[src/rtl/core/assert_macros.svh]
// Assertion macros used by the template match search block.
`ifndef ASSERT_MACROS_SVH
`define ASSERT_MACROS_SVH

// Checked on every rising clk_i edge, ignored while rst_ni is low.
`define TMC_ASSERT(lbl, prop) \
  lbl: assert property (@(posedge clk_i) disable iff (!rst_ni) (prop)) \
    else $error("assertion failed");

// Checked on every rising clk_i edge, reset included.
`define TMC_ASSERT_ALWAYS(lbl, prop) \
  lbl: assert property (@(posedge clk_i) (prop)) \
    else $error("assertion failed");

`endif

[src/rtl/core/tmc_ram.sv]
// Generic simple dual-port RAM with registered read.
`default_nettype none
module tmc_ram #(
  parameter int unsigned Width = 8,
  parameter int unsigned Depth = 16
) (
  input  wire logic                     clk_i,
  input  wire logic                     we_i,
  input  wire logic [$clog2(Depth)-1:0] waddr_i,
  input  wire logic [Width-1:0]         wdata_i,
  input  wire logic                     re_i,
  input  wire logic [$clog2(Depth)-1:0] raddr_i,
  output logic      [Width-1:0]         rdata_o
);

  logic [Width-1:0] mem_q [Depth];
  logic [Width-1:0] rdata_q;

  always_ff @(posedge clk_i) begin
    if (we_i) begin
      mem_q[waddr_i] <= wdata_i;
    end
    if (re_i) begin
      rdata_q <= mem_q[raddr_i];
    end
  end

  assign rdata_o = rdata_q;

endmodule
`default_nettype wire

[config.mk]
export PLATFORM = sky130hd
export DESIGN_NAME = tmc_ram
export DESIGN_NICKNAME = d
export VERILOG_FILES = /design/src/rtl/core/assert_macros.svh /design/src/rtl/core/tmc_ram.sv
export SDC_FILE = /design/constraint.sdc
export NUM_CORES = 1
export LEC_CHECK = 0
export BUFFER_PORTS_ARGS = -buffer_cell sky130_fd_sc_hd__buf_2
export CORE_MARGIN = 10
export CORE_UTILIZATION = 65
export CTS_CLUSTER_DIAMETER = 120
export DETAILED_ROUTE_END_ITERATION = 10
export GPL_TIMING_DRIVEN = 0
export PLACE_DENSITY_LB_ADDON = 0.15
export RECOVER_POWER = 100
export SLEW_MARGIN = 20
export SYNTH_ARGS = -nofsm -noshare
export SYNTH_HDL_FRONTEND = slang
export SYNTH_SLANG_ARGS = --single-unit
[constraint.sdc]
create_clock -name clk_i -period 3.3 [get_ports clk_i]
set_clock_uncertainty 0.05 [all_clocks]
set_input_delay 0.33 -clock clk_i [delete_from_list [all_inputs] [get_ports clk_i]]
set_output_delay 0.33 -clock clk_i [all_outputs]
set_load 0.02 [all_outputs]
==> impl_metrics.ini <==
[sta]
finalWorstSetupSlack_ps = 1370
slew_violations = 0
final_min_period_over_clock_period_pct = 58.6
setup_total_negative_slack_ps = 0
worst_case_hold_slack_ps = 193
finalHoldViolations = 0
timing.fmax_mhz = 517
slew_headroom_pct = 15.5
finalSetupViolCount = 0
finalWorstPathRequiredPeriod_ps = 1930
worst-slew-pin-transition_ps = 1260
rsz0062_at_grt = no

[route]
drt_drc_violations_left = 0
drt_pre_antenna_iters = 4
detail_route.wirelength_um = 10700
detail_route.vias_per_cell = 6.69
routed_wire_length_per_instance_um = 27.6
drc_violation_total_after_the_first_tritonroute_iteration = 228
vias = 2596
ant_nets = 0

[synth]
syn_avg_cell_area_um2 = 22.8
synthesis.nets = 248
portion_of_netlist_area_occupied_by_mux_cells_pct = 14.8
synthesized_area_fraction_occupied_by_and_or_nand_nor_cells_pct = 3.14
netlist-cell-type-count = 18
synth_xor_xnor_area_share_pct = 0
synth_top_area_share_pct = 78.1
ys_seq_elements = 136
synth.top_cells.by_count = sky130_fd_sc_hd__edfxtp_1, sky130_fd_sc_hd__mux4_2, sky130_fd_sc_hd__a22oi_1, sky130_fd_sc_hd__mux4_1, sky130_fd_sc_hd__nor2_1
combinational_family_with_the_most_area_after_synthesis = multiplexers
yosys_warnings = 0
synthesis.instances = 229
synth_top_area_cells = sky130_fd_sc_hd__edfxtp_1, sky130_fd_sc_hd__mux4_2, sky130_fd_sc_hd__mux4_1
synth-main-ff-cell = sky130_fd_sc_hd__edfxtp_1
post_synth_instance_area_mm2 = 0.00523
synth_top_cell_by_area = sky130_fd_sc_hd__edfxtp_1
synth_compound_area_share_pct = 2.30
post-synth-top-count-cell = sky130_fd_sc_hd__edfxtp_1
synth_adder_area_share_pct = 0
count_of_flip_flops_with_a_built_in_enable_after_synthesis = 136
synth_async_sr_flop_share_pct = 0
synth-seq-area-share_pct = 78.1

[critical_path]
startpoint_type = input pin
cp_slowest_stage_delay_ps = 980
critPathKind = input pin to register
critPathCaptureType = register
critical_path.cell_chain = clkbuf_1 > or3b_2 > nor3_1
cp.required_ps = 3370
timing.critical_path.fanout_max = 8
timing.critical_path.arrival_ps = 2010
crit_path_top_delay_cell = sky130_fd_sc_hd__nor3_1

[global_routing]
global_route.usage.met1_pct = 25.8
globalRoute.totalOverflow = 0
grt_start_max_net_pins = 17
global_route.usage.total_pct = 19.2
grt_first_pass_wirelength_um = 16100
first_global_vias = 2617
grt_use_met2_pct = 27.9
globalRouteMet3Util_pct = 6.55
number_of_antenna_violations_at_the_first_check_in_global_routing = 0
grt_busiest_layer = met2

[clock_tree]
tritoncts_num_sinks = 136
clock_path_buffers = 2
ctsResizeCount = 0
cts_tree = yes
clk_transition_reported_paths_ps = 60
clk_latency_ps = 510
postCtsSetupBuffers = 0
cts-buffers-inserted = 17
cts_hold_buf = 0
ctsHtreeMaxLevel = 4
clock_tree.root_cell = sky130_fd_sc_hd__clkbuf_8

[power_and_ir_drop]
netSwitchingPower_mw = 0.811
power-per-cell-area_mw_per_mm2 = 668
p_sw_share_pct = 20.1
combPwrFrac_pct = 4.7
seq_power_share_pct = 48.5
ir_drop_mv = 0.530
report.power.total_mw = 4.04
p_int_mw = 3.23
power.static_leakage_nw = 1.98
power.share.clock_pct = 46.8

[placed_design]
final_gp_congestion = 0.735
placed_cells_incl_taps = 356
place_ws_ps = 1240
dp_hpwl_um = 6190
io_buffer_count = 25

[finish]
final_nets = 292
post_route_cells_drive_above_1_share_pct = 22.0
multi_input_comb_area_mm2 = 0.00106
area.growth.synth_to_final_pct = 15.8
final_cells = 388
fillCellCount = 393
n_antenna_cell = 0
ff_latch_area_mm2 = 0.00408

[floorplan]
floorplan_core_area_mm2 = 0.00777
die_height_um = 110
die_width_um = 110
std_cell_rows = 32
number_of_top_level_pins = 27
dieArea_mm2 = 0.0120
starting_density_of_the_core_pct = 67.3

[flow_run]
timing.max_cap.violations = 0

[hold_path]
holdCritPathClass = input pin to register

[outcome]
status = finished clean
-- routing by layer --
metal / part of all wire, % / wire length, um
met1: 39 / 4230
met2: 47 / 5040
met3: 10 / 1100
met4: 3.3 / 354
met5: 0 / 0
-- state kept, by name, summed over array words and instances, names as in the netlist --
| signal | flops |
|---|---|
| mem_q | 128 |
| rdata_o | 8 |
-- final cells by class --
type / instances / share of cell area [%]
clock buffer: 17 / 6.84
buffer: 10 / 1.43
clock inverter: 15 / 3.04
sequential: 136 / 67.5
multi-input combinational: 83 / 17.5
timing repair buffer: 25 / 1.67
tap: 102 / 2.11
-- through the flow --
stage | area (um2) | utilization [%]
after global placement | 5480 | 70.6
after detailed placement | 5500 | 70.8
final | 6050 | 77.9
after global routing | 6050 | 77.9
after floorplan | 5230 | -
after CTS | 6100 | 78.5
-- power groups by stage --
stage,combinational (mW),clock [mW],sequential (mW)
after detailed placement,0.191,0,1.99
after floorplan,0.0982,0,2.00
after global placement,0.186,0,1.99
final,0.190,1.89,1.96
after CTS,0.196,1.91,1.96
after global routing,0.203,1.99,1.96
-- logic make-up after synthesis --
group           after synthesis
flops                       136
simple gates                 35
mux                          32
compound gates               16
buf+inv                      10
-- worst max-delay path, delay by kind of cell --
| kind | cells | cell delay, ps |
|---|---|---|
| simple gates | 2 | 1510 |
| buf+inv | 1 | 170 |
-- path summary, 6_finish.rpt --
path                          startpoint               endpoint  slack, ps  cells past startpoint
setup / recovery                    we_i  mem_q[0][5]$_DFFE_PP_       1370                      3
hold / removal                      re_i   rdata_o[2]$_DFFE_PP_        190                      1
setup reg to reg   mem_q[5][2]$_DFFE_PP_   rdata_o[2]$_DFFE_PP_       1640                      3
hold reg to reg   mem_q[10][4]$_DFFE_PP_   rdata_o[4]$_DFFE_PP_        730                      3
-- layout by cell type (no fill, tap or decap), drive strengths merged --
| cell type | n |
|---|---|
| a22oi | 16 |
| and2 | 1 |
| and2b | 1 |
| buf | 13 |
| bufinv | 4 |
| clkbuf | 36 |
| clkdlybuf4s25 | 3 |
| clkinv | 7 |
| clkinvlp | 4 |
| edfxtp | 136 |
| mux4 | 32 |
| nand2 | 9 |
| nand2b | 2 |
| nand3 | 1 |
| nand3b | 2 |
| nor2 | 13 |
| nor2b | 1 |
| nor3 | 4 |
| or3b | 1 |
Note: power is estimated with default switching activity, not from simulation.
