File: src/rtl/core/assert_macros.svh
// Assertion macros used by the template match search block.
`ifndef ASSERT_MACROS_SVH
`define ASSERT_MACROS_SVH

// Checked on every rising clk_i edge, ignored while rst_ni is low.
`define TMC_ASSERT(lbl, prop) \
  lbl: assert property (@(posedge clk_i) disable iff (!rst_ni) (prop)) \
    else $error("assertion failed");

// Checked on every rising clk_i edge, reset included.
`define TMC_ASSERT_ALWAYS(lbl, prop) \
  lbl: assert property (@(posedge clk_i) (prop)) \
    else $error("assertion failed");

`endif

File: src/rtl/core/tmc_pkg.sv
// Shared constants, codes and types of the template match search block.
`default_nettype none
package tmc_pkg;

  // Store geometry
  localparam int unsigned IMG_MAX_COLS = 128;
  localparam int unsigned IMG_MAX_ROWS = 128;
  localparam int unsigned PAT_MAX_COLS = 32;
  localparam int unsigned PAT_MAX_ROWS = 32;

  localparam int unsigned NUM_CHAN = 3;
  localparam int unsigned CHAN_W   = 8;
  localparam int unsigned PIX_W    = NUM_CHAN * CHAN_W;

  localparam int unsigned ICOL_W    = $clog2(IMG_MAX_COLS);
  localparam int unsigned IROW_W    = $clog2(IMG_MAX_ROWS);
  localparam int unsigned PCOL_W    = $clog2(PAT_MAX_COLS);
  localparam int unsigned PROW_W    = $clog2(PAT_MAX_ROWS);
  localparam int unsigned IMG_DEPTH = IMG_MAX_COLS * IMG_MAX_ROWS;
  localparam int unsigned PAT_DEPTH = PAT_MAX_COLS * PAT_MAX_ROWS;

  // Request / result field widths
  localparam int unsigned KIND_W  = 2;
  localparam int unsigned POS_W   = 7;
  localparam int unsigned OFF_W   = 7;
  localparam int unsigned FRAC_W  = 32;
  localparam int unsigned SCORE_W = FRAC_W + 1;

  // Configuration port
  localparam int unsigned CFG_IDX_W  = 3;
  localparam int unsigned CFG_DATA_W = 8;
  localparam int unsigned SRCH_W     = 8;
  localparam int unsigned PDIM_W     = 6;
  localparam int unsigned ICFG_W     = 8;
  localparam int unsigned OFFSET_LIMIT = 128;

  // Arithmetic widths
  localparam int unsigned CELL_W = $clog2(NUM_CHAN * 255 * 255 + 1);
  localparam int unsigned SUM_W  =
    $clog2(PAT_MAX_COLS * PAT_MAX_ROWS * NUM_CHAN * 255 * 255 + 1);
  localparam int unsigned PROD_W = 2 * SUM_W;
  localparam int unsigned REM_W  = PROD_W + 1;
  localparam int unsigned CNT_W  = $clog2(FRAC_W + 1);

  // Request kinds
  localparam logic [KIND_W-1:0] KIND_PAT    = 2'd0;
  localparam logic [KIND_W-1:0] KIND_IMG    = 2'd1;
  localparam logic [KIND_W-1:0] KIND_SEARCH = 2'd2;

  // Register indexes
  localparam logic [CFG_IDX_W-1:0] CFG_COLOR_MODE  = 3'd0;
  localparam logic [CFG_IDX_W-1:0] CFG_SEARCH_COLS = 3'd1;
  localparam logic [CFG_IDX_W-1:0] CFG_SEARCH_ROWS = 3'd2;
  localparam logic [CFG_IDX_W-1:0] CFG_PAT_COLS    = 3'd3;
  localparam logic [CFG_IDX_W-1:0] CFG_PAT_ROWS    = 3'd4;
  localparam logic [CFG_IDX_W-1:0] CFG_IMG_COLS    = 3'd5;

  // Tag that travels with each pixel pair down the cell chain
  typedef struct packed {
    logic vld;
    logic first;
    logic last;
  } tag_t;

endpackage
`default_nettype wire

File: src/rtl/core/tmc_cell.sv
// One channel cell: multiplies its channel byte and adds to the running pixel sums.
`default_nettype none
module tmc_cell (
  input  wire logic                                clk_i,
  input  wire logic                                rst_ni,
  input  wire tmc_pkg::tag_t                       tag_i,
  input  wire logic [tmc_pkg::NUM_CHAN-1:0]        mask_i,
  input  wire logic [tmc_pkg::PIX_W-1:0]           ipix_i,
  input  wire logic [tmc_pkg::PIX_W-1:0]           ppix_i,
  input  wire logic [tmc_pkg::CELL_W-1:0]          dot_i,
  input  wire logic [tmc_pkg::CELL_W-1:0]          ei_i,
  input  wire logic [tmc_pkg::CELL_W-1:0]          ep_i,
  output tmc_pkg::tag_t                            tag_o,
  output logic      [tmc_pkg::NUM_CHAN-1:0]        mask_o,
  output logic      [tmc_pkg::PIX_W-1:0]           ipix_o,
  output logic      [tmc_pkg::PIX_W-1:0]           ppix_o,
  output logic      [tmc_pkg::CELL_W-1:0]          dot_o,
  output logic      [tmc_pkg::CELL_W-1:0]          ei_o,
  output logic      [tmc_pkg::CELL_W-1:0]          ep_o
);

  localparam int unsigned CW = tmc_pkg::CHAN_W;

  logic [CW-1:0]   a, b;
  logic [2*CW-1:0] ab, aa, bb;
  logic [tmc_pkg::CELL_W-1:0] dot_d, ei_d, ep_d;

  tmc_pkg::tag_t tag_q;
  logic [tmc_pkg::NUM_CHAN-1:0] mask_q;
  logic [tmc_pkg::PIX_W-1:0]    ipix_q, ppix_q;
  logic [tmc_pkg::CELL_W-1:0]   dot_q, ei_q, ep_q;

  // This cell consumes the low byte; the rest shifts down for the next cell
  assign a  = ipix_i[CW-1:0];
  assign b  = ppix_i[CW-1:0];
  assign ab = a * b;
  assign aa = a * a;
  assign bb = b * b;

  always_comb begin
    dot_d = dot_i;
    ei_d  = ei_i;
    ep_d  = ep_i;
    if (mask_i[0]) begin
      dot_d = dot_i + tmc_pkg::CELL_W'(ab);
      ei_d  = ei_i + tmc_pkg::CELL_W'(aa);
      ep_d  = ep_i + tmc_pkg::CELL_W'(bb);
    end
  end

  // Tag register (control)
  always_ff @(posedge clk_i or negedge rst_ni) begin
    if (!rst_ni) begin
      tag_q <= '0;
    end else begin
      tag_q <= tag_i;
    end
  end

  // Data registers
  always_ff @(posedge clk_i) begin
    mask_q <= {1'b0, mask_i[tmc_pkg::NUM_CHAN-1:1]};
    ipix_q <= {{CW{1'b0}}, ipix_i[tmc_pkg::PIX_W-1:CW]};
    ppix_q <= {{CW{1'b0}}, ppix_i[tmc_pkg::PIX_W-1:CW]};
    dot_q  <= dot_d;
    ei_q   <= ei_d;
    ep_q   <= ep_d;
  end

  assign tag_o  = tag_q;
  assign mask_o = mask_q;
  assign ipix_o = ipix_q;
  assign ppix_o = ppix_q;
  assign dot_o  = dot_q;
  assign ei_o   = ei_q;
  assign ep_o   = ep_q;

endmodule
`default_nettype wire

File: config.mk
export PLATFORM = sky130hd
export DESIGN_NAME = tmc_cell
export DESIGN_NICKNAME = d
export VERILOG_FILES = /design/src/rtl/core/assert_macros.svh /design/src/rtl/core/tmc_pkg.sv /design/src/rtl/core/tmc_cell.sv
export SDC_FILE = /design/constraint.sdc
export NUM_CORES = 1
export LEC_CHECK = 0
export ABC_AREA = 0
export ABC_CLOCK_PERIOD_IN_PS = 800
export BUFFER_PORTS_ARGS = -buffer_cell sky130_fd_sc_hd__buf_2
export CORE_ASPECT_RATIO = 1.25
export CORE_UTILIZATION = 42
export DETAILED_ROUTE_END_ITERATION = 12
export HOLD_SLACK_MARGIN = 0.15
export PLACE_DENSITY = 0.63
export SLEW_MARGIN = 20
export SYNTH_ARGS = -nofsm -noshare
export SYNTH_HDL_FRONTEND = slang
export SYNTH_SLANG_ARGS = --single-unit
File: constraint.sdc
create_clock -name clk_i -period 0.8 [get_ports clk_i]
set_input_delay 0.08 -clock clk_i [delete_from_list [all_inputs] [get_ports clk_i]]
set_output_delay 0.08 -clock clk_i [all_outputs]
set_load 0.02 [all_outputs]
==> impl_metrics.py, run 1 <==
metrics = {
    "outcome": {
        "status": "complete, but fails checks",
        "violations": "hold timing, setup timing",
    },
    "routing": {
        "ant_nets": 0,
        "routedWlPerCell_um": 16.3,
        "first_iter_violations": 270,
        "drtPass1Iterations": 4,
        "avgViaCountPerCell": 4.86,
        "wirelength_um": 31100,
        "num_vias": 9291,
        "drc": 0,
    },
    "setup_path": {
        "crit_required_ps": 1070,
        "path_cells": "buf_12 > buf_6 > and2_4 > inv_2 > fa_1 > fa_1 > inv_1 > ha_1 > inv_2 > fa_1 > inv_2 > fa_2 > a21o_1 > nand4_1 > buf_4 > a21oi_2 > o21a_1 > o21a_1 > o31ai_1",
        "crit_fanout": 5,
        "critPathSlowestCell": "fa_1",
        "endpoint_kind": "register",
        "critPathArrivalTime_ps": 3970,
        "startpoint_type": "input pin",
        "critical_path_class": "input pin to register",
        "crit_path_max_incr_delay_ps": 560,
    },
    "placement": {
        "place.gp.congestion": 0.888,
        "dp_slack_ps": -3430,
        "dp_hpwl_um": 20800,
        "io_buffers": 200,
        "place_area_um2": 13200,
    },
    "floorplan": {
        "die_x_um": 140,
        "die_h_um": 174,
        "ios": 218,
        "coreArea_um2": 23100,
        "rows": 62,
        "die_area_um2": 24300,
        "start_util_pct": 43.1,
    },
    "synthesis": {
        "synth_top_area_share_pct": 24.9,
        "synth_top_area_cell": "fa_1",
        "ys_seq_elements": 91,
        "synth_edf_count": 0,
        "avgSynthCellArea_um2": 9.05,
        "yosys_most_used_dff": "dfxtp_1",
        "synthCells": 1100,
        "synth_area_leaders": "fa_1, dfxtp_1, ha_1",
        "yosys_warnings": 0,
        "ys_types": 58,
        "yosysSeqAreaShare_pct": 18.5,
        "synthArstFlopShare_pct": 3.30,
        "syn_area_um2": 9950,
    },
    "pwr": {
        "powerDensity_nw_per_um2": 3190,
        "power.total_mw": 53.7,
        "ir_drop_mv": 3.01,
        "leakagePower_nw": 8.41,
    },
    "clock_tree": {
        "cts_root_buf": "clkbuf_16",
        "cts_tree": "yes",
        "clk_pin_slew_ps": 80,
        "cts_sinks": 91,
        "clock_path_buffers": 2,
        "cts_inserted_buffers": 9,
        "cts_max_level": 3,
    },
    "job": {
        "cap_viol_max_count": 0,
    },
    "global_route": {
        "grt_max_degree": 24,
        "overflow": 0,
        "antenna_found_initial": 2,
        "grt_pass1_vias": 10100,
        "grt_use_total_pct": 25.5,
        "grt_pass1_wl_um": 48900,
    },
    "sta": {
        "min_period_ps": 3700,
        "slew_violations": 0,
        "holdWs_ps": -0.510,
        "setup_slack_ps": -2900,
        "setup_viol": 143,
        "hold_violations": 1,
        "rsz0062_at_grt": "true",
        "max_freq_ghz": 0.270,
        "post-route-period-util_pct": 463,
        "tns_ps": -125120,
    },
    "min_path": {
        "hold_class": "input pin to register",
    },
    "cells_and_area": {
        "synthToLayoutAreaGrowth_pct": 69.2,
        "fin_util_pct": 72.8,
        "stdcell_area_um2": 16800,
        "nFillCells": 1557,
        "layout.nets": 1974,
        "drive_gt1_share_pct": 50.6,
    },
}
cell usage after synthesis, drive strengths merged (4+ instances only):
cell type and number:
a21o 17, inv 249, dfxtp 88, a21oi 41
nand3 8, nand4 6, o21bai 11, clkbuf 29
nor3 14, o2111ai 4, o21ai 33, nor2b 5
and3 6, nand2b 5, nor4b 5, o31ai 6
nor2 27, ha 124, or3 6, a31oi 4
buf 21, nand2 80, xor2 7, o21a 7
mux2 19, xnor2 29, a211oi 7, fa 124
and2 75, mux2i 5
placed cells by master (no fill, tap or decap), types with 7 or more instances in the layout:
cell / n
inv_1: 208
buf_4: 190
buf_6: 144
fa_1: 107
buf_2: 93
dfxtp_2: 88
ha_1: 83
dlygate4sd3_1: 82
nand2_1: 58
and2_1: 45
inv_2: 40
ha_4: 40
and2_4: 30
nor2_1: 22
a21oi_1: 20
buf_12: 20
xnor2_1: 18
mux2_4: 17
fa_2: 17
conb_1: 17
a21o_1: 16
a21oi_2: 16
o21ai_1: 14
nand2_2: 14
clkbuf_16: 10
xnor2_2: 9
o21ai_0: 8
nor3_1: 8
nand2_4: 8
nand3_1: 7
o21bai_1: 7
o21ai_2: 7
xor2_1: 7
buf_8: 7
path summary, 6_finish.rpt:
path                           start        to  slack (ps)  depth (start not counted)
max in group asynchronous     rst_ni  tag_o[1]          60                          3
min in group asynchronous     rst_ni  tag_o[2]         630                          3
worst max-delay path       ipix_i[4]  ei_o[11]       -2900                         19
worst min-delay path         ep_i[0]   ep_o[0]        -0.5                          2
report_power, final:
| part | total [mW] | internal [mW] | switching, mW |
|---|---|---|---|
| clock network | 4.61 | 2.25 | 2.36 |
| logic | 42.5 | 22.3 | 20.2 |
| registers | 6.54 | 5.99 | 0.547 |
| total | 53.7 | 30.6 | 23.1 |
logic make-up (layout without fill, tap and decap cells):
family                   after synthesis  after routing  synth area share [%]
adder cells (fa/ha/maj)              248            248                  40.5
multiplexers                          24             24                  2.65
flip-flops                            91             91                  18.5
XOR/XNOR                              36             36                  3.17
AO/OA/AOI/OAI                        155            155                  10.5
buffers and inverters                300            805                  12.0
other                                  1             18                0.0377
AND/OR/NAND/NOR                      245            245                  12.6
worst max-delay path: cells and delay by family:
family	cells	cell delay [ps]
buffers and inverters	7	590
AOI/OAI and AO/OA	5	820
adders and majority gates	5	2140
and+or+nand+nor	2	330
area by class of cell:
cell class / count / area, um^2 / area share, %
Clock inverter: 7 / 78.8 / 0.468
Clock buffer: 9 / 225 / 1.34
Timing Repair Buffer: 539 / 4920 / 29.2
Sequential cell: 91 / 1950 / 11.6
Multi-Input combinational cell: 725 / 8360 / 49.6
Antenna cell: 1 / 2.50 / 0.0149
Inverter: 250 / 941 / 5.59
Tap cell: 288 / 360 / 2.14
sequential cells by signal, summed over array words and instances, names as in the netlist:
signal,count
ppix_o,16
tag_o,3
ipix_o,16
mask_o,2
dot_o,18
ep_o,18
ei_o,18
what timing repair did:
item	4_1_cts	5_1_grt
cloned	2	1
pin swaps	94	102
setup buffers	31	32
setup endpoints to repair	142	148
hold buffers	85	1
resized for setup	468	122
endpoints found under the hold margin	93	14
per-layer routing:
metal | part of all wire, % | GRT usage [%] | routed length (um)
met5 | 0.039 | 0 | 12
met4 | 3.4 | 11.2 | 1070
met1 | 37 | 26.7 | 11500
met2 | 56 | 49.5 | 17300
met3 | 4.0 | 4.24 | 1240
through the flow:
step,std cells,hold slack [ps]
5_1_grt,1909,-5.28
2_1_floorplan,1116,-216
4_1_cts,1886,-17.8
3_5_place_dp,1753,-122
3_3_place_gp,1753,-125
6_report,1910,-0.510
Note: power is estimated with default switching activity, not from simulation.
==> inputs of run 2 (changes only) <==
Settings changed: CORE_UTILIZATION 42 to 45, HOLD_SLACK_MARGIN 0.15 to 0.05, PLACE_DENSITY 0.63 to 0.67.
==> run 2 against run 1 <==
Against the previous run:
- the flow finishes with violations (setup timing)
- worst hold slack improved by 45 ps
- sequential power increased by 0.8%
- worst setup slack worse by 91 ps
- critical path depth decreased by 1
- count of clock-buffer cells in the layout is the same
- critical path type unchanged
- largest power group unchanged
- highest routed layer is now met4
==> impl_metrics.py, run 2 (synthesis results as in run 1) <==
metrics = {
    "pwr": {
        "p_seq_share_pct": 12.2,
        "power.total_mw": 53.8,
        "share_comb_of_total_power_pct": 79.2,
        "powerDensity_nw_per_um2": 3230,
        "ir_drop_mv": 3.55,
        "leakagePower_nw": 8.32,
        "p_switching_mw": 23.2,
        "pwr-share-clk_pct": 8.5,
        "switching_share_pct": 43.0,
        "power.internal_mw": 30.7,
    },
    "global_route": {
        "antenna_found_initial": 0,
        "grt_max_degree": 27,
        "grt_pass1_vias": 10300,
        "grt_pass1_wl_um": 48500,
        "overflow": 0,
        "grt_use_total_pct": 27.3,
    },
    "sta": {
        "setup_slack_ps": -2990,
        "rsz0062_at_grt": "true",
        "max_freq_ghz": 0.264,
        "setup_viol": 141,
        "min_period_ps": 3790,
        "holdWs_ps": 44.5,
        "post-route-period-util_pct": 474,
        "tns_ps": -125900,
        "hold_violations": 0,
        "slew_violations": 0,
    },
    "clock_tree": {
        "cts_root_buf": "clkbuf_16",
        "clock_path_buffers": 2,
        "cts_tree": "yes",
        "cts_inserted_buffers": 9,
        "hold_buffers": 84,
        "clk_pin_slew_ps": 90,
        "cts_max_level": 3,
        "cts_sinks": 91,
    },
    "routing": {
        "first_iter_violations": 348,
        "num_vias": 9443,
        "wirelength_um": 32400,
        "drc": 0,
        "drtPass1Iterations": 4,
        "avgViaCountPerCell": 5.00,
        "ant_nets": 0,
        "routedWlPerCell_um": 17.1,
    },
    "floorplan": {
        "die_h_um": 168,
        "ios": 218,
        "coreArea_um2": 21600,
        "die_area_um2": 22700,
        "start_util_pct": 46.0,
        "rows": 60,
        "die_x_um": 135,
    },
    "outcome": {
        "status": "complete, but fails checks",
        "violations": "setup timing",
    },
    "min_path": {
        "hp-start": "dot_i[11]",
        "hold_depth": 3,
        "hold_class": "input pin to register",
        "hold_end": "dot_o[11]",
    },
    "cells_and_area": {
        "synthToLayoutAreaGrowth_pct": 67.3,
        "nFillCells": 1354,
        "layout.nets": 1960,
        "layout_common_cells": "inv_1, buf_4, buf_6",
        "final_common_cell": "inv_1",
        "fin_util_pct": 77.0,
        "drive_gt1_share_pct": 50.6,
    },
    "setup_path": {
        "critical_path_class": "input pin to register",
        "critPathMostFrequentCell": "fa_1",
        "endpoint_kind": "register",
        "critPathSlowestCell": "fa_1",
        "crit_fanout": 6,
        "crit_path_max_incr_delay_ps": 480,
        "startpoint_type": "input pin",
        "critPathArrivalTime_ps": 4070,
        "path_cells": "buf_12 > buf_8 > and2_4 > buf_4 > fa_1 > fa_1 > ha_1 > inv_1 > fa_1 > inv_1 > ha_4 > a21o_1 > nand4_1 > a211oi_4 > buf_6 > o21ai_2 > xor2_1 > a21oi_1",
        "crit_required_ps": 1080,
    },
    "placement": {
        "dp_hpwl_um": 21000,
        "io_buffers": 200,
        "place.gp.congestion": 0.831,
    },
    "job": {
        "cap_viol_max_count": 0,
    },
}
==> run 2: cell types whose count changed in the layout (fill, tap and decap cells not counted), sizes merged <==
cell / before / now
bufbuf: 1 / 0
buf: 455 / 442
dlygate4sd3: 82 / 83
clkbuf: 10 / 9
==> run 2: worst max-delay path, delay by kind of cell <==
| kind | cells | cell delay [ps] |
|---|---|---|
| xor+xnor | 1 | 140 |
| compound gates | 4 | 820 |
| simple gates | 2 | 350 |
| fa+ha+maj | 5 | 1990 |
| buf+inv | 6 | 680 |
==> run 2: cell type report <==
type / count / area, um^2 / area share (%)
Clock inverter: 7 / 78.8 / 0.473
Sequential cell: 91 / 1950 / 11.7
Timing Repair Buffer: 525 / 4750 / 28.5
Tap cell: 279 / 349 / 2.10
Inverter: 250 / 938 / 5.63
Multi-Input combinational cell: 725 / 8370 / 50.2
Clock buffer: 9 / 225 / 1.35
Antenna cell: 1 / 2.50 / 0.0150
==> run 2: worst max-delay path by stage <==
stage | start | endpoint | slack (ps) | cells past startpoint
after global routing | ipix_i[4] | ei_o[17] | -3110 | 17
after floorplan | ipix_i[5] | ei_o[14] | -3120 | 16
after CTS | ppix_i[7] | ep_o[12] | -2890 | 16
after global placement | ppix_i[3] | ep_o[16] | -3400 | 17
after detailed placement | ppix_i[3] | ep_o[16] | -3430 | 17
final | ipix_i[4] | ei_o[15] | -2990 | 18
==> run 2: timing repair <==
| item | CTS | global route |
|---|---|---|
| pin swaps | 117 | 115 |
| hold endpoints to repair | 86 | 1 |
| gates resized for setup | 475 | 112 |
| setup buffers | 33 | 27 |
| endpoints found under the setup margin | 142 | 145 |
==> run 2: routing by layer <==
layer	GRT usage (%)	wire length, um	up-vias
met4	12.2	1470	0
met2	52.9	18100	292
met3	3.43	1310	98
met1	28.8	11500	4613
met5	0	0	-
li1	-	-	4440
==> run 2: stage by stage <==
| stage | instances | setup slack (ps) | instance area [um^2] |
|---|---|---|---|
| CTS | 1868 | -2890 | 16000 |
| floorplan | 1116 | -3120 | 10800 |
| global route | 1886 | -3110 | 16700 |
| global placement | 1738 | -3400 | 13100 |
| detailed placement | 1738 | -3430 | 13100 |
| finish | 1887 | -2990 | 16700 |
==> run 2: power groups by stage <==
stage | registers [mW] | logic, mW | clock network [mW]
2_1_floorplan | 7.62 | 19.0 | 0
3_3_place_gp | 6.13 | 31.2 | 0
3_5_place_dp | 6.13 | 31.8 | 0
4_1_cts | 6.54 | 38.6 | 4.67
5_1_grt | 6.69 | 46.0 | 4.85
6_report | 6.59 | 42.7 | 4.59
