$ cat src/rtl/core/assert_macros.svh
// Assertion macros used by the template match search block.
`ifndef ASSERT_MACROS_SVH
`define ASSERT_MACROS_SVH

// Checked on every rising clk_i edge, ignored while rst_ni is low.
`define TMC_ASSERT(lbl, prop) \
  lbl: assert property (@(posedge clk_i) disable iff (!rst_ni) (prop)) \
    else $error("assertion failed");

// Checked on every rising clk_i edge, reset included.
`define TMC_ASSERT_ALWAYS(lbl, prop) \
  lbl: assert property (@(posedge clk_i) (prop)) \
    else $error("assertion failed");

`endif

$ cat src/rtl/core/tmc_pkg.sv
// Shared constants, codes and types of the template match search block.
`default_nettype none
package tmc_pkg;

  // Store geometry
  localparam int unsigned IMG_MAX_COLS = 128;
  localparam int unsigned IMG_MAX_ROWS = 128;
  localparam int unsigned PAT_MAX_COLS = 32;
  localparam int unsigned PAT_MAX_ROWS = 32;

  localparam int unsigned NUM_CHAN = 3;
  localparam int unsigned CHAN_W   = 8;
  localparam int unsigned PIX_W    = NUM_CHAN * CHAN_W;

  localparam int unsigned ICOL_W    = $clog2(IMG_MAX_COLS);
  localparam int unsigned IROW_W    = $clog2(IMG_MAX_ROWS);
  localparam int unsigned PCOL_W    = $clog2(PAT_MAX_COLS);
  localparam int unsigned PROW_W    = $clog2(PAT_MAX_ROWS);
  localparam int unsigned IMG_DEPTH = IMG_MAX_COLS * IMG_MAX_ROWS;
  localparam int unsigned PAT_DEPTH = PAT_MAX_COLS * PAT_MAX_ROWS;

  // Request / result field widths
  localparam int unsigned KIND_W  = 2;
  localparam int unsigned POS_W   = 7;
  localparam int unsigned OFF_W   = 7;
  localparam int unsigned FRAC_W  = 32;
  localparam int unsigned SCORE_W = FRAC_W + 1;

  // Configuration port
  localparam int unsigned CFG_IDX_W  = 3;
  localparam int unsigned CFG_DATA_W = 8;
  localparam int unsigned SRCH_W     = 8;
  localparam int unsigned PDIM_W     = 6;
  localparam int unsigned ICFG_W     = 8;
  localparam int unsigned OFFSET_LIMIT = 128;

  // Arithmetic widths
  localparam int unsigned CELL_W = $clog2(NUM_CHAN * 255 * 255 + 1);
  localparam int unsigned SUM_W  =
    $clog2(PAT_MAX_COLS * PAT_MAX_ROWS * NUM_CHAN * 255 * 255 + 1);
  localparam int unsigned PROD_W = 2 * SUM_W;
  localparam int unsigned REM_W  = PROD_W + 1;
  localparam int unsigned CNT_W  = $clog2(FRAC_W + 1);

  // Request kinds
  localparam logic [KIND_W-1:0] KIND_PAT    = 2'd0;
  localparam logic [KIND_W-1:0] KIND_IMG    = 2'd1;
  localparam logic [KIND_W-1:0] KIND_SEARCH = 2'd2;

  // Register indexes
  localparam logic [CFG_IDX_W-1:0] CFG_COLOR_MODE  = 3'd0;
  localparam logic [CFG_IDX_W-1:0] CFG_SEARCH_COLS = 3'd1;
  localparam logic [CFG_IDX_W-1:0] CFG_SEARCH_ROWS = 3'd2;
  localparam logic [CFG_IDX_W-1:0] CFG_PAT_COLS    = 3'd3;
  localparam logic [CFG_IDX_W-1:0] CFG_PAT_ROWS    = 3'd4;
  localparam logic [CFG_IDX_W-1:0] CFG_IMG_COLS    = 3'd5;

  // Tag that travels with each pixel pair down the cell chain
  typedef struct packed {
    logic vld;
    logic first;
    logic last;
  } tag_t;

endpackage
`default_nettype wire

$ cat src/rtl/core/tmc_div.sv
// Restoring divider: floor(num * 2^32 / den) for num <= den, one quotient bit a cycle.
`default_nettype none
module tmc_div (
  input  wire logic                         clk_i,
  input  wire logic                         rst_ni,
  input  wire logic                         start_i,
  input  wire logic [tmc_pkg::PROD_W-1:0]   num_i,
  input  wire logic [tmc_pkg::PROD_W-1:0]   den_i,
  output logic                              busy_o,
  output logic                              done_o,
  output logic      [tmc_pkg::SCORE_W-1:0]  quo_o
);

  localparam int unsigned RW = tmc_pkg::REM_W;

  logic                        busy_q, busy_d;
  logic                        done_q, done_d;
  logic [tmc_pkg::CNT_W-1:0]   cnt_q, cnt_d;
  logic [RW-1:0]               rem_q, rem_d;
  logic [tmc_pkg::PROD_W-1:0]  den_q, den_d;
  logic [tmc_pkg::SCORE_W-1:0] quo_q, quo_d;
  logic [RW-1:0]               rem_sh, den_ext;
  logic                        ge;

  // First step compares the numerator itself, later steps shift first
  assign rem_sh  = (cnt_q == '0) ? rem_q : {rem_q[RW-2:0], 1'b0};
  assign den_ext = {1'b0, den_q};
  assign ge      = (rem_sh >= den_ext);

  always_comb begin
    busy_d = busy_q;
    done_d = 1'b0;
    cnt_d  = cnt_q;
    rem_d  = rem_q;
    den_d  = den_q;
    quo_d  = quo_q;
    if (start_i) begin
      busy_d = 1'b1;
      cnt_d  = '0;
      rem_d  = {1'b0, num_i};
      den_d  = den_i;
      quo_d  = '0;
    end else if (busy_q) begin
      rem_d = ge ? (rem_sh - den_ext) : rem_sh;
      quo_d = {quo_q[tmc_pkg::SCORE_W-2:0], ge};
      cnt_d = cnt_q + 1'b1;
      if (cnt_q == tmc_pkg::CNT_W'(tmc_pkg::FRAC_W)) begin
        busy_d = 1'b0;
        done_d = 1'b1;
      end
    end
  end

  always_ff @(posedge clk_i or negedge rst_ni) begin
    if (!rst_ni) begin
      busy_q <= 1'b0;
      done_q <= 1'b0;
      cnt_q  <= '0;
    end else begin
      busy_q <= busy_d;
      done_q <= done_d;
      cnt_q  <= cnt_d;
    end
  end

  always_ff @(posedge clk_i) begin
    rem_q <= rem_d;
    den_q <= den_d;
    quo_q <= quo_d;
  end

  assign busy_o = busy_q;
  assign done_o = done_q;
  assign quo_o  = quo_q;

endmodule
`default_nettype wire

$ cat config.mk
export PLATFORM = sky130hd
export DESIGN_NAME = tmc_div
export DESIGN_NICKNAME = d
export VERILOG_FILES = /design/src/rtl/core/assert_macros.svh /design/src/rtl/core/tmc_pkg.sv /design/src/rtl/core/tmc_div.sv
export SDC_FILE = /design/constraint.sdc
export NUM_CORES = 1
export LEC_CHECK = 0
export BUFFER_PORTS_ARGS = -buffer_cell sky130_fd_sc_hd__buf_2
export CAP_MARGIN = 0
export CORE_ASPECT_RATIO = 0.6
export CORE_MARGIN = 1.5
export CORE_UTILIZATION = 60
export DETAILED_ROUTE_END_ITERATION = 12
export PLACE_DENSITY = 0.88
export REMOVE_ABC_BUFFERS = 1
export SKIP_CTS_REPAIR_TIMING = 1
export SLEW_MARGIN = 25
export SYNTH_ARGS = -nofsm -noshare
export SYNTH_HDL_FRONTEND = slang
export SYNTH_SLANG_ARGS = --single-unit
$ cat constraint.sdc
create_clock -name clk_i -period 12.5 [get_ports clk_i]
set_input_delay 0 -clock clk_i [delete_from_list [all_inputs] [get_ports clk_i]]
set_output_delay 0 -clock clk_i [all_outputs]
set_load 0.02 [all_outputs]
==> impl_metrics.prom, run 1 <==
# TYPE chip_impl_metric gauge
chip_impl_metric{name="numCtsBuffers",unit=""} 17
chip_impl_metric{name="ys_types",unit=""} 66
chip_impl_metric{name="global_route_wire_length_before_repair",unit="um"} 44620
chip_impl_metric{name="final.period_utilization",unit="%"} 44.40
chip_impl_info{name="status",value="finished, violations left"} 1
chip_impl_metric{name="place_hpwl",unit="um"} 19300
chip_impl_metric{name="synth_enable_flop_cells",unit=""} 112
chip_impl_metric{name="global_route.overflow_total",unit=""} 0
chip_impl_metric{name="worst_ir_drop_vdd",unit="uV"} 136.5
chip_impl_metric{name="die_ar",unit="mm2"} 0.01818
chip_impl_metric{name="drtPass1Iterations",unit=""} 6
chip_impl_info{name="setup.worst_path.start_class",value="flop"} 1
chip_impl_metric{name="die_w",unit="um"} 173.1
chip_impl_metric{name="setup-violations-final",unit=""} 0
chip_impl_metric{name="final_hold_viol_count",unit=""} 2
chip_impl_info{name="synth_top_family_by_area",value="compound AO/OA/AOI/OAI gates"} 1
chip_impl_metric{name="min_period",unit="ps"} 5549
chip_impl_metric{name="setup_tns",unit="ps"} 0
chip_impl_metric{name="ys_ff_latch",unit=""} 154
chip_impl_metric{name="synthSimpleGateAreaFrac",unit="%"} 12.82
chip_impl_info{name="critical_path.endpoint_type",value="flop"} 1
chip_impl_metric{name="worst_skew_pair.late_latency",unit="ps"} 450
chip_impl_metric{name="post-route-drc-count",unit=""} 0
chip_impl_metric{name="data_required_time_of_the_worst_path",unit="ps"} 12640
chip_impl_metric{name="number_of_design_rule_violations_left_by_the_first_detailed_router_iteration",unit=""} 1151
chip_impl_metric{name="post_synth_adder_cell_area",unit="%"} 7.163
chip_impl_metric{name="async_reset_ff_share",unit="%"} 5.195
chip_impl_metric{name="io_buffers",unit=""} 149
chip_impl_metric{name="power.density",unit="mW/mm2"} 249.6
chip_impl_metric{name="antenna_found_initial",unit=""} 0
chip_impl_info{name="final_common_cell",value="sky130_fd_sc_hd__buf_2"} 1
chip_impl_metric{name="clock_pin_slew_on_the_worst_setup_and_hold_paths",unit="ps"} 70
chip_impl_metric{name="tightestPinTransition",unit="ps"} 938.0
chip_impl_metric{name="maxSlewViolCount",unit=""} 0
chip_impl_metric{name="initial_core_util",unit="%"} 61.11
chip_impl_metric{name="max_cap_violations",unit=""} 0
chip_impl_metric{name="route.vias.total",unit=""} 9609
chip_impl_metric{name="fmax",unit="GHz"} 0.1802
chip_impl_metric{name="antennaDiodeCount",unit=""} 0
chip_impl_metric{name="first_global_vias",unit=""} 8492
chip_impl_info{name="setup.worst_path.class",value="reg2reg"} 1
chip_impl_metric{name="timing.critical_path.arrival",unit="ps"} 5690
chip_impl_metric{name="placeable_core_region",unit="mm2"} 0.01704
chip_impl_metric{name="postRouteAntennaNets",unit=""} 0
chip_impl_metric{name="gp_congestion",unit=""} 0.9435
chip_impl_info{name="clock-root-buffer",value="sky130_fd_sc_hd__clkbuf_16"} 1
chip_impl_metric{name="fin_hold_ws",unit="ps"} -17.98
chip_impl_metric{name="netlist_instances",unit=""} 1112
chip_impl_metric{name="seq_area_frac_synth",unit="%"} 40.76
chip_impl_metric{name="grt_max_degree",unit=""} 85
chip_impl_metric{name="complex_gate_fraction_of_the_synthesized_area",unit="%"} 19.90
chip_impl_metric{name="avgRoutedWirePerCell",unit="um"} 19.32
chip_impl_metric{name="area.growth.synth_to_final",unit="%"} 24.90
chip_impl_info{name="rsz0062_at_grt",value="no"} 1
chip_impl_metric{name="num_io_pins",unit=""} 150
chip_impl_metric{name="synth.yosys.warnings",unit=""} 0
chip_impl_metric{name="placedCellCount",unit=""} 1437
chip_impl_info{name="final_cell_mix",value="sky130_fd_sc_hd__buf_2, sky130_fd_sc_hd__edfxtp_1, sky130_fd_sc_hd__dlygate4sd3_1"} 1
chip_impl_metric{name="stdcell_count",unit=""} 1581
chip_impl_metric{name="final.fill_count",unit=""} 1155
chip_impl_metric{name="synth_xor_area_share",unit="%"} 3.954
chip_impl_info{name="failed_checks",value="hold timing"} 1
chip_impl_metric{name="number_of_clock_sinks",unit=""} 154
chip_impl_metric{name="netlist_area",unit="mm2"} 0.01041
chip_impl_metric{name="cts-root-to-sink-buffers",unit=""} 2
chip_impl_metric{name="routed_wl",unit="um"} 30550
chip_impl_info{name="synth_ff_type",value="sky130_fd_sc_hd__edfxtp_1"} 1
chip_impl_metric{name="synth.area.mux_share",unit="%"} 10.32
chip_impl_metric{name="rows",unit=""} 37
chip_impl_metric{name="grt_usage",unit="%"} 31.05
chip_impl_metric{name="slew_hr",unit="%"} 35.85
chip_impl_metric{name="clock-skew-final",unit="ps"} 19.85
chip_impl_metric{name="path_max_fanout",unit=""} 58
chip_impl_metric{name="vias_per_cell",unit=""} 6.078
chip_impl_metric{name="h_tree_level_count",unit=""} 4
chip_impl_metric{name="layout-drive-gt1-share",unit="%"} 19.15
chip_impl_info{name="hold_path_class",value="in2reg"} 1
chip_impl_metric{name="finalNetCount",unit=""} 1508
chip_impl_metric{name="fp.dieH",unit="um"} 105.0
chip_impl_metric{name="total_leakage_power",unit="uW"} 0.005861
chip_impl_info{name="tritoncts_clock_tree",value="yes"} 1
chip_impl_metric{name="post_synth.cell_area_avg",unit="um2"} 9.363
registers in the layout, summed over array words and instances (netlist names):
register  count
busy_o        1
quo_o        33
done_o        1
den_q        56
rem_q        57
cnt_q         6
power breakdown:
group	switching (uW)	internal [uW]	leakage (uW)
clock network	244	312	0.000310
logic	1130	788	0.00404
registers	67.4	702	0.00151
cells by family after synthesis:
| group | after synthesis |
|---|---|
| and+or+nand+nor | 290 |
| adders and majority gates | 59 |
| xor gates and xnor gates | 47 |
| DFF | 154 |
| muxes | 100 |
| AOI/OAI and AO/OA | 326 |
| buffers and inverters | 136 |
area by class of cell:
class                   instances  area, um2  share of cell area [%]
clock inverters                12      132.6                   1.020
repair buffers                267       1914                   14.72
multi-input cells             822       5659                   43.52
well taps                     234      292.8                   2.252
flip-flops and latches        154       4245                   32.65
inverters                      72      270.3                   2.078
clock buffers                  20      489.2                   3.762
synth_stat cells (3+ instances only):
cell type	count	area share, %
sky130_fd_sc_hd__a211o_1	3	0.25
sky130_fd_sc_hd__a211oi_1	11	0.79
sky130_fd_sc_hd__a21boi_0	6	0.43
sky130_fd_sc_hd__a21o_1	41	3.0
sky130_fd_sc_hd__a21oi_1	102	4.9
sky130_fd_sc_hd__a31oi_1	7	0.42
sky130_fd_sc_hd__and2_1	3	0.18
sky130_fd_sc_hd__and3_1	10	0.60
sky130_fd_sc_hd__buf_1	10	0.36
sky130_fd_sc_hd__buf_2	7	0.34
sky130_fd_sc_hd__clkbuf_1	44	1.6
sky130_fd_sc_hd__dfrtp_1	8	1.9
sky130_fd_sc_hd__dfxtp_1	34	6.5
sky130_fd_sc_hd__edfxtp_1	112	32
sky130_fd_sc_hd__ha_1	58	7.0
sky130_fd_sc_hd__inv_1	72	2.6
sky130_fd_sc_hd__mux2_2	59	6.4
sky130_fd_sc_hd__mux2i_1	41	3.9
sky130_fd_sc_hd__nand2_1	86	3.1
sky130_fd_sc_hd__nand2b_1	9	0.54
sky130_fd_sc_hd__nand3_1	18	0.87
sky130_fd_sc_hd__nand4_1	23	1.4
sky130_fd_sc_hd__nor2_1	95	3.4
sky130_fd_sc_hd__nor2b_1	6	0.36
sky130_fd_sc_hd__nor3_1	18	0.87
sky130_fd_sc_hd__nor4_1	4	0.24
sky130_fd_sc_hd__o211ai_1	16	1.2
sky130_fd_sc_hd__o21a_1	29	2.1
sky130_fd_sc_hd__o21ai_0	38	1.8
sky130_fd_sc_hd__o21ai_1	33	1.6
sky130_fd_sc_hd__o21bai_1	13	0.94
sky130_fd_sc_hd__o31ai_1	3	0.22
sky130_fd_sc_hd__or3_1	7	0.42
sky130_fd_sc_hd__xnor2_1	29	2.4
sky130_fd_sc_hd__xor2_1	18	1.5
metrics by stage:
stage                     utilization (%)  setup WS [ps]  hold WS, ps  power, uW  area, um2
after floorplan                         -           2165       -295.6       2152      10150
after global placement              66.06           7243       -147.0       2525      11250
after detailed placement            66.06           6918       -146.5       2576      11250
after CTS                           69.71           6908       -611.5       3152      11880
after global routing                76.33           6630        10.14       3455      13000
final                               76.33           6951       -17.98       3246      13000
metal layers:
layer	wire length, um	track usage, %	vias to the layer above
li1	-	-	4494
met1	13790	46.48	4503
met2	13510	45.16	572
met3	2878	7.314	40
met4	365	7.329	0
met5	0	0	-
critical path, cell delays in order, from the launching register on:
cell and delay (ps):
sky130_fd_sc_hd__dfrtp_1 420, sky130_fd_sc_hd__inv_1 70, sky130_fd_sc_hd__ha_1 140, sky130_fd_sc_hd__nand2b_1 80, sky130_fd_sc_hd__nor4_2 130, sky130_fd_sc_hd__buf_4 690
sky130_fd_sc_hd__mux2_2 430, sky130_fd_sc_hd__ha_1 350, sky130_fd_sc_hd__a21o_1 210, sky130_fd_sc_hd__a31o_1 250, sky130_fd_sc_hd__o2111ai_1 420, sky130_fd_sc_hd__a2111oi_2 180
sky130_fd_sc_hd__o21ai_1 180, sky130_fd_sc_hd__nand3_1 210, sky130_fd_sc_hd__a21oi_4 580, sky130_fd_sc_hd__buf_4 490, sky130_fd_sc_hd__nor3_1 110, sky130_fd_sc_hd__a21oi_1 170
sky130_fd_sc_hd__o21ai_1 100
worst paths after layout:
path / startpoint / to / slack (ps) / cells after the start
max: cnt_q[0]$_DFFE_PN0P_ / rem_q[13]$_DFFE_PP_ / 6950 / 18
max reg2reg: cnt_q[0]$_DFFE_PN0P_ / rem_q[13]$_DFFE_PP_ / 6950 / 18
min: num_i[24] / rem_q[24]$_DFFE_PP_ / -20 / 4
min reg2reg: quo_o[32]$_SDFFE_PP0P_ / quo_o[32]$_SDFFE_PP0P_ / 530 / 2
max in group asynchronous: rst_ni / busy_o$_DFF_PN0_ / 11640 / 3
min in group asynchronous: rst_ni / cnt_q[2]$_DFFE_PN0P_ / 550 / 3
Power figures use the tool's default switching activity.
==> run 2: changes to the inputs <==
--- a/config.mk
+++ b/config.mk
@@ -9,9 +9,9 @@
 export CAP_MARGIN = 0
 export CORE_ASPECT_RATIO = 0.6
 export CORE_MARGIN = 1.5
-export CORE_UTILIZATION = 60
+export CORE_UTILIZATION = 53
 export DETAILED_ROUTE_END_ITERATION = 12
-export PLACE_DENSITY = 0.88
+export PLACE_DENSITY = 0.83
 export REMOVE_ABC_BUFFERS = 1
 export SKIP_CTS_REPAIR_TIMING = 1
 export SLEW_MARGIN = 25
==> constraint.sdc (replaced) <==
create_clock -name clk_i -period 5 [get_ports clk_i]
set_input_delay 0 -clock clk_i [delete_from_list [all_inputs] [get_ports clk_i]]
set_output_delay 0 -clock clk_i [all_outputs]
set_load 0.02 [all_outputs]
==> run 2 against run 1 <==
The run still ends with hold timing left. Maximum frequency increased by 16%. Via count is 1.3% lower. Clock skew decreased by 5.3 ps. Utilization down 7.7 points. Sequential cell count did not move. Sequential power increased by 150%. Combinational power grew to 2.6 times the previous value. Worst hold slack worse by 10 ps. Count of clock-buffer cells in the layout shrank 2. Total power grew to 2.5 times the previous value. Critical path depth did not move. Final area grew 0.98%. Critical endpoint is now rem_q[55]$_DFFE_PP_. Largest power group unchanged. Highest routed layer unchanged.
==> impl_metrics.prom, run 2 (synthesis gave the netlist of run 1 again) <==
# TYPE chip_impl_metric gauge
chip_impl_metric{name="post-route-worst-setup-slack",unit="ps"} 232.3
chip_impl_metric{name="grt_usage",unit="%"} 27.90
chip_impl_metric{name="drtPass1Iterations",unit=""} 5
chip_impl_metric{name="total_leakage_power",unit="uW"} 0.005904
chip_impl_metric{name="met2WireLength",unit="um"} 12410
chip_impl_metric{name="routed-wl-met3",unit="um"} 2808
chip_impl_metric{name="clock-skew-final",unit="ps"} 14.59
chip_impl_metric{name="antennaDiodeCount",unit=""} 0
chip_impl_metric{name="worst_skew_pair.late_latency",unit="ps"} 440
chip_impl_metric{name="post-route-drc-count",unit=""} 0
chip_impl_info{name="critical_path.endpoint_type",value="flop"} 1
chip_impl_metric{name="initial_core_util",unit="%"} 54.43
chip_impl_metric{name="placement.cell_area",unit="mm2"} 0.01144
chip_impl_metric{name="power.density",unit="mW/mm2"} 620.0
chip_impl_metric{name="data_required_time_of_the_worst_path",unit="ps"} 5310
chip_impl_metric{name="maxSlewViolCount",unit=""} 0
chip_impl_info{name="final_common_cell",value="sky130_fd_sc_hd__buf_2"} 1
chip_impl_metric{name="setup_tns",unit="ps"} 0
chip_impl_metric{name="cts-root-to-sink-buffers",unit=""} 2
chip_impl_info{name="routed.top_layer",value="met4"} 1
chip_impl_metric{name="global_route.overflow_total",unit=""} 0
chip_impl_metric{name="global_route_wire_length_before_repair",unit="um"} 44840
chip_impl_metric{name="grt_max_degree",unit=""} 78
chip_impl_metric{name="placement.setup.worst_slack",unit="ps"} 273.8
chip_impl_metric{name="timing.critical_path.arrival",unit="ps"} 5080
chip_impl_metric{name="avgRoutedWirePerCell",unit="um"} 18.54
chip_impl_metric{name="placeable_core_region",unit="mm2"} 0.01913
chip_impl_metric{name="rows",unit=""} 39
chip_impl_info{name="top_register_by_number_of_flip_flops",value="rem_q"} 1
chip_impl_metric{name="number_of_design_rule_violations_left_by_the_first_detailed_router_iteration",unit=""} 934
chip_impl_info{name="hold_path_class",value="in2reg"} 1
chip_impl_metric{name="num_io_pins",unit=""} 150
chip_impl_metric{name="tightestPinTransition",unit="ps"} 864.0
chip_impl_metric{name="first_global_vias",unit=""} 8424
chip_impl_metric{name="fin_hold_ws",unit="ps"} -27.98
chip_impl_metric{name="setup-violations-final",unit=""} 0
chip_impl_metric{name="place_hpwl",unit="um"} 20760
chip_impl_info{name="tritoncts_clock_tree",value="yes"} 1
chip_impl_info{name="setup.worst_path.class",value="reg2reg"} 1
chip_impl_info{name="final_cell_mix",value="sky130_fd_sc_hd__buf_2, sky130_fd_sc_hd__edfxtp_1, sky130_fd_sc_hd__dlygate4sd3_1"} 1
chip_impl_metric{name="routed_wl",unit="um"} 30120
chip_impl_metric{name="gp_congestion",unit=""} 0.9740
chip_impl_info{name="clock-root-buffer",value="sky130_fd_sc_hd__clkbuf_16"} 1
chip_impl_metric{name="worst_ir_drop_vdd",unit="uV"} 301.3
chip_impl_metric{name="vias_per_cell",unit=""} 5.836
chip_impl_metric{name="h_tree_level_count",unit=""} 4
chip_impl_metric{name="antenna_found_initial",unit=""} 0
chip_impl_metric{name="fp.dieH",unit="um"} 111.6
chip_impl_metric{name="finalNetCount",unit=""} 1520
chip_impl_metric{name="number_of_clock_sinks",unit=""} 154
chip_impl_metric{name="met1_length",unit="um"} 14610
chip_impl_info{name="status",value="finished, violations left"} 1
chip_impl_metric{name="path_max_fanout",unit=""} 41
chip_impl_metric{name="max_cap_violations",unit=""} 0
chip_impl_metric{name="area.growth.synth_to_final",unit="%"} 26.13
chip_impl_metric{name="postRouteAntennaNets",unit=""} 0
chip_impl_metric{name="power",unit="uW"} 8142
chip_impl_metric{name="layout-drive-gt1-share",unit="%"} 20.01
chip_impl_metric{name="final.period_utilization",unit="%"} 95.35
chip_impl_metric{name="die_w",unit="um"} 183.9
chip_impl_metric{name="flip_flop_count_of_the_largest_register_all_copies_and_words_added",unit=""} 57
chip_impl_metric{name="fmax",unit="GHz"} 0.2097
chip_impl_metric{name="final_cell_area",unit="mm2"} 0.01313
chip_impl_metric{name="slew_hr",unit="%"} 42.40
chip_impl_metric{name="die_ar",unit="mm2"} 0.02052
chip_impl_metric{name="numCtsBuffers",unit=""} 17
chip_impl_info{name="rsz0062_at_grt",value="yes"} 1
chip_impl_metric{name="route.vias.total",unit=""} 9484
chip_impl_metric{name="min_period",unit="ps"} 4768
chip_impl_info{name="failed_checks",value="hold timing"} 1
chip_impl_metric{name="io_buffers",unit=""} 149
chip_impl_info{name="setup.worst_path.start_class",value="flop"} 1
chip_impl_metric{name="clock_pin_slew_on_the_worst_setup_and_hold_paths",unit="ps"} 70
chip_impl_metric{name="final_hold_viol_count",unit=""} 3
-- run 2: changes by cell type in the layout (fill, tap and decap cells not counted), sizes merged --
cell	change
clkinvlp	+2
dlygate4sd3	-1
bufinv	-1
inv	-1
clkbuf	-2
clkinv	+2
buf	+13
-- run 2: metal layers --
layer / track usage (%) / vias up
li1: - / 4522
met1: 43.22 / 4458
met2: 37.17 / 474
met3: 8.669 / 30
met4: 6.612 / 0
met5: 0 / -
-- run 2: worst paths after layout --
| check | depth (start not counted) | end | slack [ps] | startpoint |
|---|---|---|---|---|
| max in group asynchronous | 3 | busy_o$_DFF_PN0_ | 4180 | rst_ni |
| hold / removal | 3 | rem_q[50]$_DFFE_PP_ | -30 | num_i[50] |
| setup / recovery | 18 | rem_q[55]$_DFFE_PP_ | 230 | cnt_q[0]$_DFFE_PN0P_ |
| setup reg to reg | 18 | rem_q[55]$_DFFE_PP_ | 230 | cnt_q[0]$_DFFE_PN0P_ |
| min in group asynchronous | 3 | cnt_q[4]$_DFFE_PN0P_ | 520 | rst_ni |
| hold reg to reg | 2 | rem_q[56]$_SDFFE_PP0P_ | 520 | rem_q[56]$_SDFFE_PP0P_ |
-- run 2: layout make-up --
type / instances / area [um2]
Clock buffer: 18 / 429.2
Clock inverter: 14 / 133.9
Fill cell: 1507 / 5997
Inverter: 72 / 270.3
Multi-Input combinational cell: 822 / 5662
Sequential cell: 154 / 4248
Tap cell: 266 / 332.8
Timing Repair Buffer: 279 / 2056
-- run 2: worst max-delay path, stage by stage, from the launching register on --
cell,delay (ps)
sky130_fd_sc_hd__dfrtp_1,420
sky130_fd_sc_hd__inv_1,70
sky130_fd_sc_hd__ha_1,140
sky130_fd_sc_hd__nand2b_1,70
sky130_fd_sc_hd__nor4_2,240
sky130_fd_sc_hd__buf_12,290
sky130_fd_sc_hd__buf_6,260
sky130_fd_sc_hd__mux2_2,370
sky130_fd_sc_hd__ha_1,340
sky130_fd_sc_hd__a21oi_1,250
sky130_fd_sc_hd__o21ai_0,220
sky130_fd_sc_hd__nor2_1,160
sky130_fd_sc_hd__o211ai_1,130
sky130_fd_sc_hd__o211ai_1,220
sky130_fd_sc_hd__or3b_1,430
sky130_fd_sc_hd__a41o_1,320
sky130_fd_sc_hd__a211oi_2,270
sky130_fd_sc_hd__mux2i_1,240
sky130_fd_sc_hd__o311a_1,180
-- run 2: per-stage QoR --
stage          hold slack (ps)  cells  util, %
2_1_floorplan           -295.6   1048        -
3_3_place_gp            -147.2   1482    59.82
4_1_cts                 -620.7   1514    62.76
6_report                -27.98   1625    68.65
5_1_grt                  6.205   1625    68.65
3_5_place_dp            -145.6   1482    59.82
-- run 2: where the power goes --
part | internal, uW | switching (uW)
registers | 1750 | 161
clock network | 659 | 605
logic | 2090 | 2870
